[config.mk]
export PLATFORM = sky130hd
export DESIGN_NAME = point_in_polygon_crossing
export DESIGN_NICKNAME = d
export VERILOG_FILES = /design/src/pipc_pkg.sv /design/src/pipc_div.sv /design/src/pipc_dp.sv /design/src/pipc_ctrl.sv /design/src/point_in_polygon_crossing.sv
export SDC_FILE = /design/constraint.sdc
export NUM_CORES = 2
export LEC_CHECK = 0
export BUFFER_PORTS_ARGS = -buffer_cell sky130_fd_sc_hd__buf_2
export CAP_MARGIN = 20
export CORE_MARGIN = 2
export CORE_UTILIZATION = 45
export DETAILED_ROUTE_END_ITERATION = 8
export PLACE_DENSITY = 0.63
export SLEW_MARGIN = 5
export SYNTH_ARGS = -nofsm -noshare
export SYNTH_HDL_FRONTEND = slang
export SYNTH_HIERARCHICAL = 1
export SYNTH_SLANG_ARGS = --single-unit
[constraint.sdc]
create_clock -name clock -period 14.2 [get_ports clock]
set_input_delay 0.71 -clock clock [delete_from_list [all_inputs] [get_ports clock]]
set_output_delay 0.71 -clock clock [all_outputs]
set_load 0.005 [all_outputs]
[src/pipc_pkg.sv]
`timescale 1ns / 1ps
// ----------------------------------------------------------------------------
// pipc_pkg: shared types and constants
// Coordinate widths, controller-to-datapath command and status records.
// ----------------------------------------------------------------------------
`default_nettype none

package pipc_pkg;

   localparam int COORD_WIDTH    = 16;
   localparam int DIFF_WIDTH     = COORD_WIDTH + 1;      // difference of two coordinates
   localparam int PROD_WIDTH     = 2 * DIFF_WIDTH;       // product of two differences
   localparam int REQ_DATA_WIDTH = ((2 * COORD_WIDTH + 7) / 8) * 8;
   localparam int RSP_DATA_WIDTH = 8;
   localparam int DIV_CNT_WIDTH  = $clog2(PROD_WIDTH);

   localparam logic [1:0] SEEN_FULL = 2'd3;              // vertex count saturates here

   localparam logic OP_START  = 1'b0;
   localparam logic OP_VERTEX = 1'b1;

   typedef logic signed [COORD_WIDTH-1:0] coord_type;
   typedef logic signed [DIFF_WIDTH-1:0]  diff_type;
   typedef logic signed [PROD_WIDTH-1:0]  prod_type;

   typedef enum logic {
      EDGE_PREV_CUR,
      EDGE_CUR_FIRST
   } edge_sel_type;

   typedef struct packed {
      logic         load;          // capture an accepted item
      logic         start_query;   // load test point, clear polygon state
      logic         setup;         // latch edge differences and range flags
      edge_sel_type sel;
      logic         mul;           // form (ty - ay) * (bx - ax)
      logic         toggle;        // vertical edge crossing
      logic         div_start;
      logic         cmp;           // compare test x against crossing
      logic         update;        // advance first/prev/count
      logic         emit;          // load result register
   } dp_cmd_type;

   typedef struct packed {
      logic op;
      logic last;
      logic seen_zero;
      logic edge_hit;
      logic edge_vert;
      logic div_done;
      logic rsp_full;
   } dp_status_type;

endpackage

`default_nettype wire

[src/pipc_div.sv]
`timescale 1ns / 1ps
// ----------------------------------------------------------------------------
// pipc_div: bit-serial signed divider
// Restoring divide on magnitudes, one quotient bit per cycle, truncating.
// ----------------------------------------------------------------------------
`default_nettype none

module pipc_div
   import pipc_pkg::*;
(
   input  wire logic     clock,
   input  wire logic     reset,
   input  wire logic     start,
   input  wire prod_type num,
   input  wire diff_type den,
   output logic          done,
   output prod_type      quo
);

   localparam logic [DIV_CNT_WIDTH-1:0] CNT_LAST = DIV_CNT_WIDTH'(PROD_WIDTH - 1);

   logic                     busy_ff, busy_in;
   logic                     fix_ff, fix_in;
   logic                     done_ff, done_in;
   logic                     neg_ff, neg_in;
   logic [DIV_CNT_WIDTH-1:0] cnt_ff, cnt_in;
   logic [DIFF_WIDTH-1:0]    rem_ff, rem_in;
   logic [DIFF_WIDTH-1:0]    den_ff, den_in;
   logic [PROD_WIDTH-1:0]    sh_ff, sh_in;
   prod_type                 quo_ff, quo_in;

   logic [DIFF_WIDTH:0]      trial;
   logic [DIFF_WIDTH+1:0]    diff;
   logic                     ge;

   assign trial = {rem_ff, sh_ff[PROD_WIDTH-1]};
   assign diff  = {1'b0, trial} - {2'b00, den_ff};
   assign ge    = ~diff[DIFF_WIDTH+1];

   always_comb begin
      busy_in = busy_ff;
      cnt_in  = cnt_ff;
      rem_in  = rem_ff;
      sh_in   = sh_ff;
      den_in  = den_ff;
      neg_in  = neg_ff;
      fix_in  = 1'b0;
      done_in = 1'b0;
      quo_in  = quo_ff;
      if (start) begin
         busy_in = 1'b1;
         cnt_in  = '0;
         rem_in  = '0;
         sh_in   = num[PROD_WIDTH-1] ? -num : num;
         den_in  = den[DIFF_WIDTH-1] ? -den : den;
         neg_in  = num[PROD_WIDTH-1] ^ den[DIFF_WIDTH-1];
      end else if (busy_ff) begin
         rem_in = ge ? diff[DIFF_WIDTH-1:0] : trial[DIFF_WIDTH-1:0];
         sh_in  = {sh_ff[PROD_WIDTH-2:0], ge};
         cnt_in = cnt_ff + 1'b1;
         if (cnt_ff == CNT_LAST) begin
            busy_in = 1'b0;
            fix_in  = 1'b1;
         end
      end
      // sign of the quotient applied after the last quotient bit, in a registered step of its own
      if (fix_ff) begin
         done_in = 1'b1;
         quo_in  = neg_ff ? -sh_ff : sh_ff;
      end
   end

   always_ff @(posedge clock) begin
      if (reset) begin
         busy_ff <= 1'b0;
         fix_ff  <= 1'b0;
         done_ff <= 1'b0;
      end else begin
         busy_ff <= busy_in;
         fix_ff  <= fix_in;
         done_ff <= done_in;
      end
      cnt_ff <= cnt_in;
      rem_ff <= rem_in;
      sh_ff  <= sh_in;
      den_ff <= den_in;
      neg_ff <= neg_in;
      quo_ff <= quo_in;
   end

   assign done = done_ff;
   assign quo  = quo_ff;

endmodule

`default_nettype wire

[src/pipc_dp.sv]
`timescale 1ns / 1ps
// ----------------------------------------------------------------------------
// pipc_dp: polygon test datapath
// Point and vertex registers, edge setup, multiplier, divider, result register.
// ----------------------------------------------------------------------------
`default_nettype none

module pipc_dp
   import pipc_pkg::*;
(
   input  wire logic                      clock,
   input  wire logic                      reset,
   input  wire dp_cmd_type                cmd,
   output dp_status_type                  status,
   input  wire logic [REQ_DATA_WIDTH-1:0] req_tdata,
   input  wire logic                      req_tuser,
   input  wire logic                      req_tlast,
   output logic                           rsp_tvalid,
   input  wire logic                      rsp_tready,
   output logic [RSP_DATA_WIDTH-1:0]      rsp_tdata,
   output logic                           rsp_tuser
);

   coord_type  test_x_ff, test_y_ff, first_x_ff, first_y_ff, prev_x_ff, prev_y_ff;
   coord_type  cur_x_ff, cur_y_ff, ax_ff;
   logic       op_ff, last_ff;
   logic       parity_ff, parity_in;
   logic [1:0] seen_ff, seen_in;
   logic       hit_ff, vert_ff;
   diff_type   dyt_ff, dxw_ff, dy_ff;
   prod_type   prod_ff;
   logic       rsp_valid_ff, inside_ff, too_few_ff;

   coord_type  ax, ay, bx, by, lo_y, hi_y, hi_x;
   logic       hit;
   logic       div_done;
   prod_type   quo, cross_x, tx_ext;

   // edge endpoints
   always_comb begin
      unique case (cmd.sel)
         EDGE_PREV_CUR: begin
            ax = prev_x_ff;
            ay = prev_y_ff;
            bx = cur_x_ff;
            by = cur_y_ff;
         end
         EDGE_CUR_FIRST: begin
            ax = cur_x_ff;
            ay = cur_y_ff;
            bx = first_x_ff;
            by = first_y_ff;
         end
         default: begin
            ax = prev_x_ff;
            ay = prev_y_ff;
            bx = cur_x_ff;
            by = cur_y_ff;
         end
      endcase
   end

   assign lo_y = (ay < by) ? ay : by;
   assign hi_y = (ay < by) ? by : ay;
   assign hi_x = (ax < bx) ? bx : ax;
   assign hit  = (test_y_ff > lo_y) && (test_y_ff <= hi_y) && (test_x_ff <= hi_x);

   pipc_div u_div (
      .clock (clock),
      .reset (reset),
      .start (cmd.div_start),
      .num   (prod_ff),
      .den   (dy_ff),
      .done  (div_done),
      .quo   (quo)
   );

   assign cross_x = quo + PROD_WIDTH'(ax_ff);
   assign tx_ext  = PROD_WIDTH'(test_x_ff);

   always_comb begin
      parity_in = parity_ff;
      seen_in   = seen_ff;
      priority if (cmd.start_query || cmd.emit) begin
         parity_in = 1'b0;
         seen_in   = 2'd0;
      end else if (cmd.toggle) begin
         parity_in = ~parity_ff;
      end else if (cmd.cmp) begin
         parity_in = parity_ff ^ (tx_ext <= cross_x);
      end else if (cmd.update) begin
         seen_in = (seen_ff == SEEN_FULL) ? SEEN_FULL : seen_ff + 2'd1;
      end
   end

   always_ff @(posedge clock) begin
      if (reset) begin
         test_x_ff    <= '0;
         test_y_ff    <= '0;
         first_x_ff   <= '0;
         first_y_ff   <= '0;
         prev_x_ff    <= '0;
         prev_y_ff    <= '0;
         parity_ff    <= 1'b0;
         seen_ff      <= 2'd0;
         rsp_valid_ff <= 1'b0;
      end else begin
         parity_ff <= parity_in;
         seen_ff   <= seen_in;
         if (cmd.start_query) begin
            test_x_ff <= cur_x_ff;
            test_y_ff <= cur_y_ff;
         end
         if (cmd.update) begin
            if (seen_ff == 2'd0) begin
               first_x_ff <= cur_x_ff;
               first_y_ff <= cur_y_ff;
            end
            prev_x_ff <= cur_x_ff;
            prev_y_ff <= cur_y_ff;
         end
         if (cmd.emit) begin
            rsp_valid_ff <= 1'b1;
         end else if (rsp_tready) begin
            rsp_valid_ff <= 1'b0;
         end
      end
      if (cmd.load) begin
         cur_x_ff <= req_tdata[COORD_WIDTH-1:0];
         cur_y_ff <= req_tdata[2*COORD_WIDTH-1:COORD_WIDTH];
         op_ff    <= req_tuser;
         last_ff  <= req_tlast;
      end
      if (cmd.setup) begin
         hit_ff  <= hit;
         vert_ff <= (ax == bx);
         ax_ff   <= ax;
         dyt_ff  <= DIFF_WIDTH'(test_y_ff) - DIFF_WIDTH'(ay);
         dxw_ff  <= DIFF_WIDTH'(bx) - DIFF_WIDTH'(ax);
         dy_ff   <= DIFF_WIDTH'(by) - DIFF_WIDTH'(ay);
      end
      if (cmd.mul) begin
         prod_ff <= PROD_WIDTH'(dyt_ff) * PROD_WIDTH'(dxw_ff);
      end
      if (cmd.emit) begin
         inside_ff  <= parity_ff & (seen_ff == SEEN_FULL);
         too_few_ff <= (seen_ff != SEEN_FULL);
      end
   end

   assign status.op        = op_ff;
   assign status.last      = last_ff;
   assign status.seen_zero = (seen_ff == 2'd0);
   assign status.edge_hit  = hit_ff;
   assign status.edge_vert = vert_ff;
   assign status.div_done  = div_done;
   assign status.rsp_full  = rsp_valid_ff;

   assign rsp_tvalid = rsp_valid_ff;
   assign rsp_tdata  = {{(RSP_DATA_WIDTH-1){1'b0}}, inside_ff};
   assign rsp_tuser  = too_few_ff;

endmodule

`default_nettype wire

[src/pipc_ctrl.sv]
`timescale 1ns / 1ps
// ----------------------------------------------------------------------------
// pipc_ctrl: polygon test sequencer
// Decodes items; per edge: setup, multiply, then divide and compare if needed.
// ----------------------------------------------------------------------------
`default_nettype none

module pipc_ctrl
   import pipc_pkg::*;
(
   input  wire logic          clock,
   input  wire logic          reset,
   input  wire logic          req_tvalid,
   output logic               req_tready,
   input  wire dp_status_type status,
   output dp_cmd_type         cmd
);

   typedef enum logic [2:0] {
      ST_IDLE,
      ST_DECODE,
      ST_SETUP,
      ST_MUL,
      ST_CHECK,
      ST_DIV,
      ST_UPDATE,
      ST_RESULT
   } state_type;

   state_type    state_ff;
   edge_sel_type sel_ff;
   logic         edge_end;

   // an edge finishes on a miss, a vertical crossing, or a divide result
   assign edge_end = ((state_ff == ST_CHECK) && (!status.edge_hit || status.edge_vert)) ||
                     ((state_ff == ST_DIV) && status.div_done);

   always_ff @(posedge clock) begin
      if (reset) begin
         state_ff <= ST_IDLE;
         sel_ff   <= EDGE_PREV_CUR;
      end else begin
         unique case (state_ff)
            ST_IDLE: begin
               if (req_tvalid) state_ff <= ST_DECODE;
            end
            ST_DECODE: begin
               if (status.op == OP_START) begin
                  state_ff <= ST_IDLE;
               end else if (status.seen_zero) begin
                  state_ff <= ST_UPDATE;
               end else begin
                  sel_ff   <= EDGE_PREV_CUR;
                  state_ff <= ST_SETUP;
               end
            end
            ST_SETUP: state_ff <= ST_MUL;
            ST_MUL:   state_ff <= ST_CHECK;
            ST_CHECK: begin
               if (edge_end) begin
                  state_ff <= (sel_ff == EDGE_PREV_CUR) ? ST_UPDATE : ST_RESULT;
               end else begin
                  state_ff <= ST_DIV;
               end
            end
            ST_DIV: begin
               if (edge_end) begin
                  state_ff <= (sel_ff == EDGE_PREV_CUR) ? ST_UPDATE : ST_RESULT;
               end
            end
            ST_UPDATE: begin
               if (status.last) begin
                  sel_ff   <= EDGE_CUR_FIRST;
                  state_ff <= ST_SETUP;
               end else begin
                  state_ff <= ST_IDLE;
               end
            end
            ST_RESULT: begin
               if (!status.rsp_full) state_ff <= ST_IDLE;
            end
            default: state_ff <= ST_IDLE;
         endcase
      end
   end

   assign req_tready = (state_ff == ST_IDLE);

   always_comb begin
      cmd             = '0;
      cmd.sel         = sel_ff;
      cmd.load        = req_tvalid && (state_ff == ST_IDLE);
      cmd.start_query = (state_ff == ST_DECODE) && (status.op == OP_START);
      cmd.setup       = (state_ff == ST_SETUP);
      cmd.mul         = (state_ff == ST_MUL);
      cmd.toggle      = (state_ff == ST_CHECK) && status.edge_hit && status.edge_vert;
      cmd.div_start   = (state_ff == ST_CHECK) && status.edge_hit && !status.edge_vert;
      cmd.cmp         = (state_ff == ST_DIV) && status.div_done;
      cmd.update      = (state_ff == ST_UPDATE);
      cmd.emit        = (state_ff == ST_RESULT) && !status.rsp_full;
   end

endmodule

`default_nettype wire

[src/point_in_polygon_crossing.sv]
`timescale 1ns / 1ps
// ----------------------------------------------------------------------------
// point_in_polygon_crossing: even-odd ray-casting point-in-polygon test
// Streams a test point and polygon vertices, returns one inside/outside item
// per closed polygon.
// ----------------------------------------------------------------------------
// Usage:
//   req_*: items in. tuser = op (0 start with test point, 1 vertex),
//     tdata = {y, x}, tlast marks the closing vertex. One item in flight.
//   rsp_*: one item per closing vertex. tdata[0] = inside, tuser = too few
//     vertices (then inside is 0).
// Processing (16-bit coordinates):
//   a start item is decoded before the next item is taken.
//   an edge that misses the ray skips the divider; one that needs the
//     crossing x waits on the serial divider (one quotient bit a cycle).
//   a vertex after the first runs one edge; the closing vertex adds the
//     closing edge and the result.
// Reset clears the test point, first/previous vertex, parity and count.
// A stalled result sits in the output register; the next item is still
// taken, and the block only waits if a second result is ready before the
// first has gone out.
// ----------------------------------------------------------------------------
`default_nettype none

module point_in_polygon_crossing
   import pipc_pkg::*;
(
   input  wire logic                      clock,
   input  wire logic                      reset,
   input  wire logic                      req_tvalid,
   output logic                           req_tready,
   input  wire logic [REQ_DATA_WIDTH-1:0] req_tdata,   // coord_x, coord_y
   input  wire logic                      req_tuser,   // op
   input  wire logic                      req_tlast,   // last
   output logic                           rsp_tvalid,
   input  wire logic                      rsp_tready,
   output logic [RSP_DATA_WIDTH-1:0]      rsp_tdata,   // inside_res, zero pad
   output logic                           rsp_tuser    // too_few
);

   dp_cmd_type    cmd;
   dp_status_type status;

   // sequencer: one item at a time, edges run back to back
   pipc_ctrl u_ctrl (
      .clock      (clock),
      .reset      (reset),
      .req_tvalid (req_tvalid),
      .req_tready (req_tready),
      .status     (status),
      .cmd        (cmd)
   );

   // datapath: coordinate state, multiplier, divider, result register
   pipc_dp u_dp (
      .clock      (clock),
      .reset      (reset),
      .cmd        (cmd),
      .status     (status),
      .req_tdata  (req_tdata),
      .req_tuser  (req_tuser),
      .req_tlast  (req_tlast),
      .rsp_tvalid (rsp_tvalid),
      .rsp_tready (rsp_tready),
      .rsp_tdata  (rsp_tdata),
      .rsp_tuser  (rsp_tuser)
   );

endmodule

`default_nettype wire

==> reports/metrics.csv <==
metric;value;unit
timing.final.max_slew_violations;0;
required_time_of_the_worst_setup_path;14.52;ns
vias_per_cell;5.318;
start_kind;flop;
synthDominantAreaCellType;sky130_fd_sc_hd__edfxtp_1;
floorplan.io_pins;49;
outcome;complete, no violations;
min_path_type;input pin to flop;
synth.top_cells.by_count;sky130_fd_sc_hd__inv_1, sky130_fd_sc_hd__nand2_1, sky130_fd_sc_hd__fa_1;
ctsLongestPathBuffers;3;
rsz_0062_raised_after_global_routing;no;
synth_sequential_area_ratio;28.75;%
pre_cts_ws;7.445;ns
tightestPinTransition;1.008;ns
cts.sink_count;355;
path_cells;nand2_1, inv_1, fa_1, fa_1, inv_1, fa_1, fa_1, fa_1, fa_1, inv_1, ha_1, a21o_1, a21oi_1, nand2_1, o31a_1, a41o_1, nor4_1, nor3_1, xnor2_1;
tns;0;ns
most_common_cell_on_crit_path;sky130_fd_sc_hd__fa_1;
critical_path_class;flop to flop;
hold_buffers;0;
tritoncts_clock_tree;yes;
route.detailed.wl_per_inst;17.98;µm
setup_violations;0;
dpl.hpwl;60.60;mm
htree_levels;2;
grt_pass1_wl;124.2;mm
post-cts-setup-buffers;0;
synth_warnings;6;
grt_most_used_layer;met2;
critical_path_buffers_and_inverters;3;
gp_routability_congestion;0.8933;
timing.max_slew.rel_slack;32.83;%
cts.root.buffer_cell;sky130_fd_sc_hd__clkbuf_16;
worstSetupEndpointType;flop;
final_antenna_violating_net_count;0;
fin_worst_skew;0.01669;ns
clkLatencyLatePin;0.59;ns
drt-pass1-iter-count;6;
synth_top_area_share;20.75;%
synth_cell_type_count;93;
postCtsResizedCells;0;
grt_start_max_net_pins;87;
global_routing_usage_on_met3;2.987;%
post-synth-top-count-cell;sky130_fd_sc_hd__inv_1;
floorplan.die.width;273.0;µm
pwr_density_cell;232.7;mW/mm²
vdd_ir_drop_max;0.4525;mV
wl;77.20;mm
grt_util_all_layers;20.99;%
drive_gt1_share;6.788;%
crit_path_max_fanout;17;
rows;98;
hold_viol_final;0;
routed-via-count;22840;
design.core.area;0.07161;mm²
max_freq;148.0;MHz
first_global_vias;22720;
critical-path-max-stage-delay;0.87;ns
drt-initial-drc-count;1590;
clock_pin_slew_on_the_worst_setup_and_hold_paths;0.06;ns
clock_buffer_count_from_cts;43;
fillCellCount;6654;
total_leakage_power;0.01492;µW
syn_avg_cell_area;9.820;µm²
synth-edff-count;225;
grt_met1_usage;28.16;%
die-height;273.0;µm
endpoint_arrival_time_on_the_critical_path;7.08;ns
groute.layer.met2.usage;35.63;%
areaGrowthSynthToFinish;7.591;%
die_area;0.07451;mm²
crit_family;adder cells;
worst_slack;7.442;ns
io_buffer_count;41;
synth_async_sr_flop_share;0;%
antenna_found_initial;1;
max_cap_viol_count;0;
final_net_count;3920;
overflow;0;
most_instantiated_flip_flop_cell_in_the_synthesis_netlist;sky130_fd_sc_hd__edfxtp_1;
post_route_fraction_of_the_period_consumed_by_the_critical_path;47.59;%
syn_inst;3315;
fin_crit;6.758;ns
rrSetupSlack;7.44;ns
antennaDiodeCount;0;
post_synth_main_area_contributors;sky130_fd_sc_hd__edfxtp_1, sky130_fd_sc_hd__fa_1, sky130_fd_sc_hd__ha_1;
postLayoutCoreUtil;48.91;%
effective_utilization_at_floorplan;45.46;%
slowest_stage;sky130_fd_sc_hd__fa_1;
ys_ff_latch;355;
remaining_drc_errors;0;
netlist_area;0.03255;mm²
[cell usage in the layout, fill, tap and decap left out, types with 16 or more instances in the layout]
cell type / Yosys / layout
sky130_fd_sc_hd__and2_1: 153 / 153
sky130_fd_sc_hd__inv_1: 416 / 416
sky130_fd_sc_hd__o21ai_0: 91 / 91
sky130_fd_sc_hd__nor3_1: 39 / 38
sky130_fd_sc_hd__xor2_1: 62 / 62
sky130_fd_sc_hd__buf_2: 7 / 40
sky130_fd_sc_hd__nor4_1: 17 / 17
sky130_fd_sc_hd__edfxtp_1: 225 / 225
sky130_fd_sc_hd__fa_1: 301 / 301
sky130_fd_sc_hd__a211oi_1: 18 / 18
sky130_fd_sc_hd__o31ai_1: 21 / 21
sky130_fd_sc_hd__nor2b_1: 28 / 28
sky130_fd_sc_hd__xnor2_1: 122 / 122
sky130_fd_sc_hd__a21o_1: 47 / 47
sky130_fd_sc_hd__mux2i_1: 133 / 133
sky130_fd_sc_hd__nand2b_1: 30 / 30
sky130_fd_sc_hd__and3_1: 16 / 16
sky130_fd_sc_hd__nand2_1: 314 / 314
sky130_fd_sc_hd__or3_1: 18 / 18
sky130_fd_sc_hd__nand4_1: 28 / 28
sky130_fd_sc_hd__o21a_1: 25 / 25
sky130_fd_sc_hd__nor2_1: 218 / 218
sky130_fd_sc_hd__ha_1: 272 / 272
sky130_fd_sc_hd__a21oi_1: 173 / 173
sky130_fd_sc_hd__nand3_1: 43 / 43
sky130_fd_sc_hd__mux2_2: 63 / 63
sky130_fd_sc_hd__dfxtp_1: 130 / 129
sky130_fd_sc_hd__buf_4: 17 / 22
sky130_fd_sc_hd__clkbuf_16: 0 / 43
[metal layers]
layer  part of all wire [%]  wire length (µm)
met4                    2.1              1631
met2                     48             37040
met5                  0.016                12
met1                     45             34810
met3                    4.8              3705
[report_power, final]
| part | switching (µW) | internal [µW] | total [µW] |
|---|---|---|---|
| Combinational | 3200 | 2310 | 5510 |
| Clock | 455 | 624 | 1080 |
| Sequential | 106 | 1460 | 1570 |
[kinds of logic after synthesis]
group	count (synthesis)	synth area share [%]
compound gates	526	10.62
xor+xnor	184	4.950
fa+ha+maj	573	28.96
buf+inv	536	6.403
flops	355	28.75
mux	196	6.269
other cells	1	0.01152
simple gates	944	14.04
[layout make-up]
class	count	area [µm²]	share of cell area (%)
flip-flops and latches	355	9360	26.72
repair buffers	62	365.4	1.043
clock inverters	25	252.7	0.7216
inverters	417	1565	4.469
clock buffers	55	1131	3.229
multi-input cells	2430	21160	60.42
well taps	950	1189	3.394
[per-stage QoR]
step	hold slack, ns	cell area [µm²]	instances	power (µW)
6_report	0.2951	35020	4294	8151
5_1_grt	0.2732	35020	4294	8870
4_1_cts	0.2685	35020	4294	8126
3_5_place_dp	0.4436	33640	4214	7007
3_3_place_gp	0.4383	33640	4214	6964
2_1_floorplan	0.4262	32580	3321	5598
[state kept, by name, indices dropped and copies added (netlist names), 17 cells and up]
name               flops
u_dp/u_div/sh_ff      34
u_dp/u_div/den_ff     17
u_dp/dy_ff            17
u_dp/prod_ff          34
u_dp/dyt_ff           17
u_dp/u_div/rem_ff     17
u_dp/dxw_ff           17
u_dp/u_div/quo        34
[path summary, 6_finish.rpt]
path | endpoint | cells past startpoint | from
max | u_dp/prod_ff[33]$_DFFE_PP_ | 19 | u_dp/dxw_ff[3]$_DFFE_PP_
max reg2reg | u_dp/prod_ff[33]$_DFFE_PP_ | 19 | u_dp/dxw_ff[3]$_DFFE_PP_
min | u_dp/cur_x_ff[6]$_DFFE_PP_ | 1 | req_tdata[6]
min reg2reg | u_dp/first_y_ff[11]$_SDFFE_PP0P_ | 2 | u_dp/first_y_ff[11]$_SDFFE_PP0P_
Power figures use the tool's default switching activity.
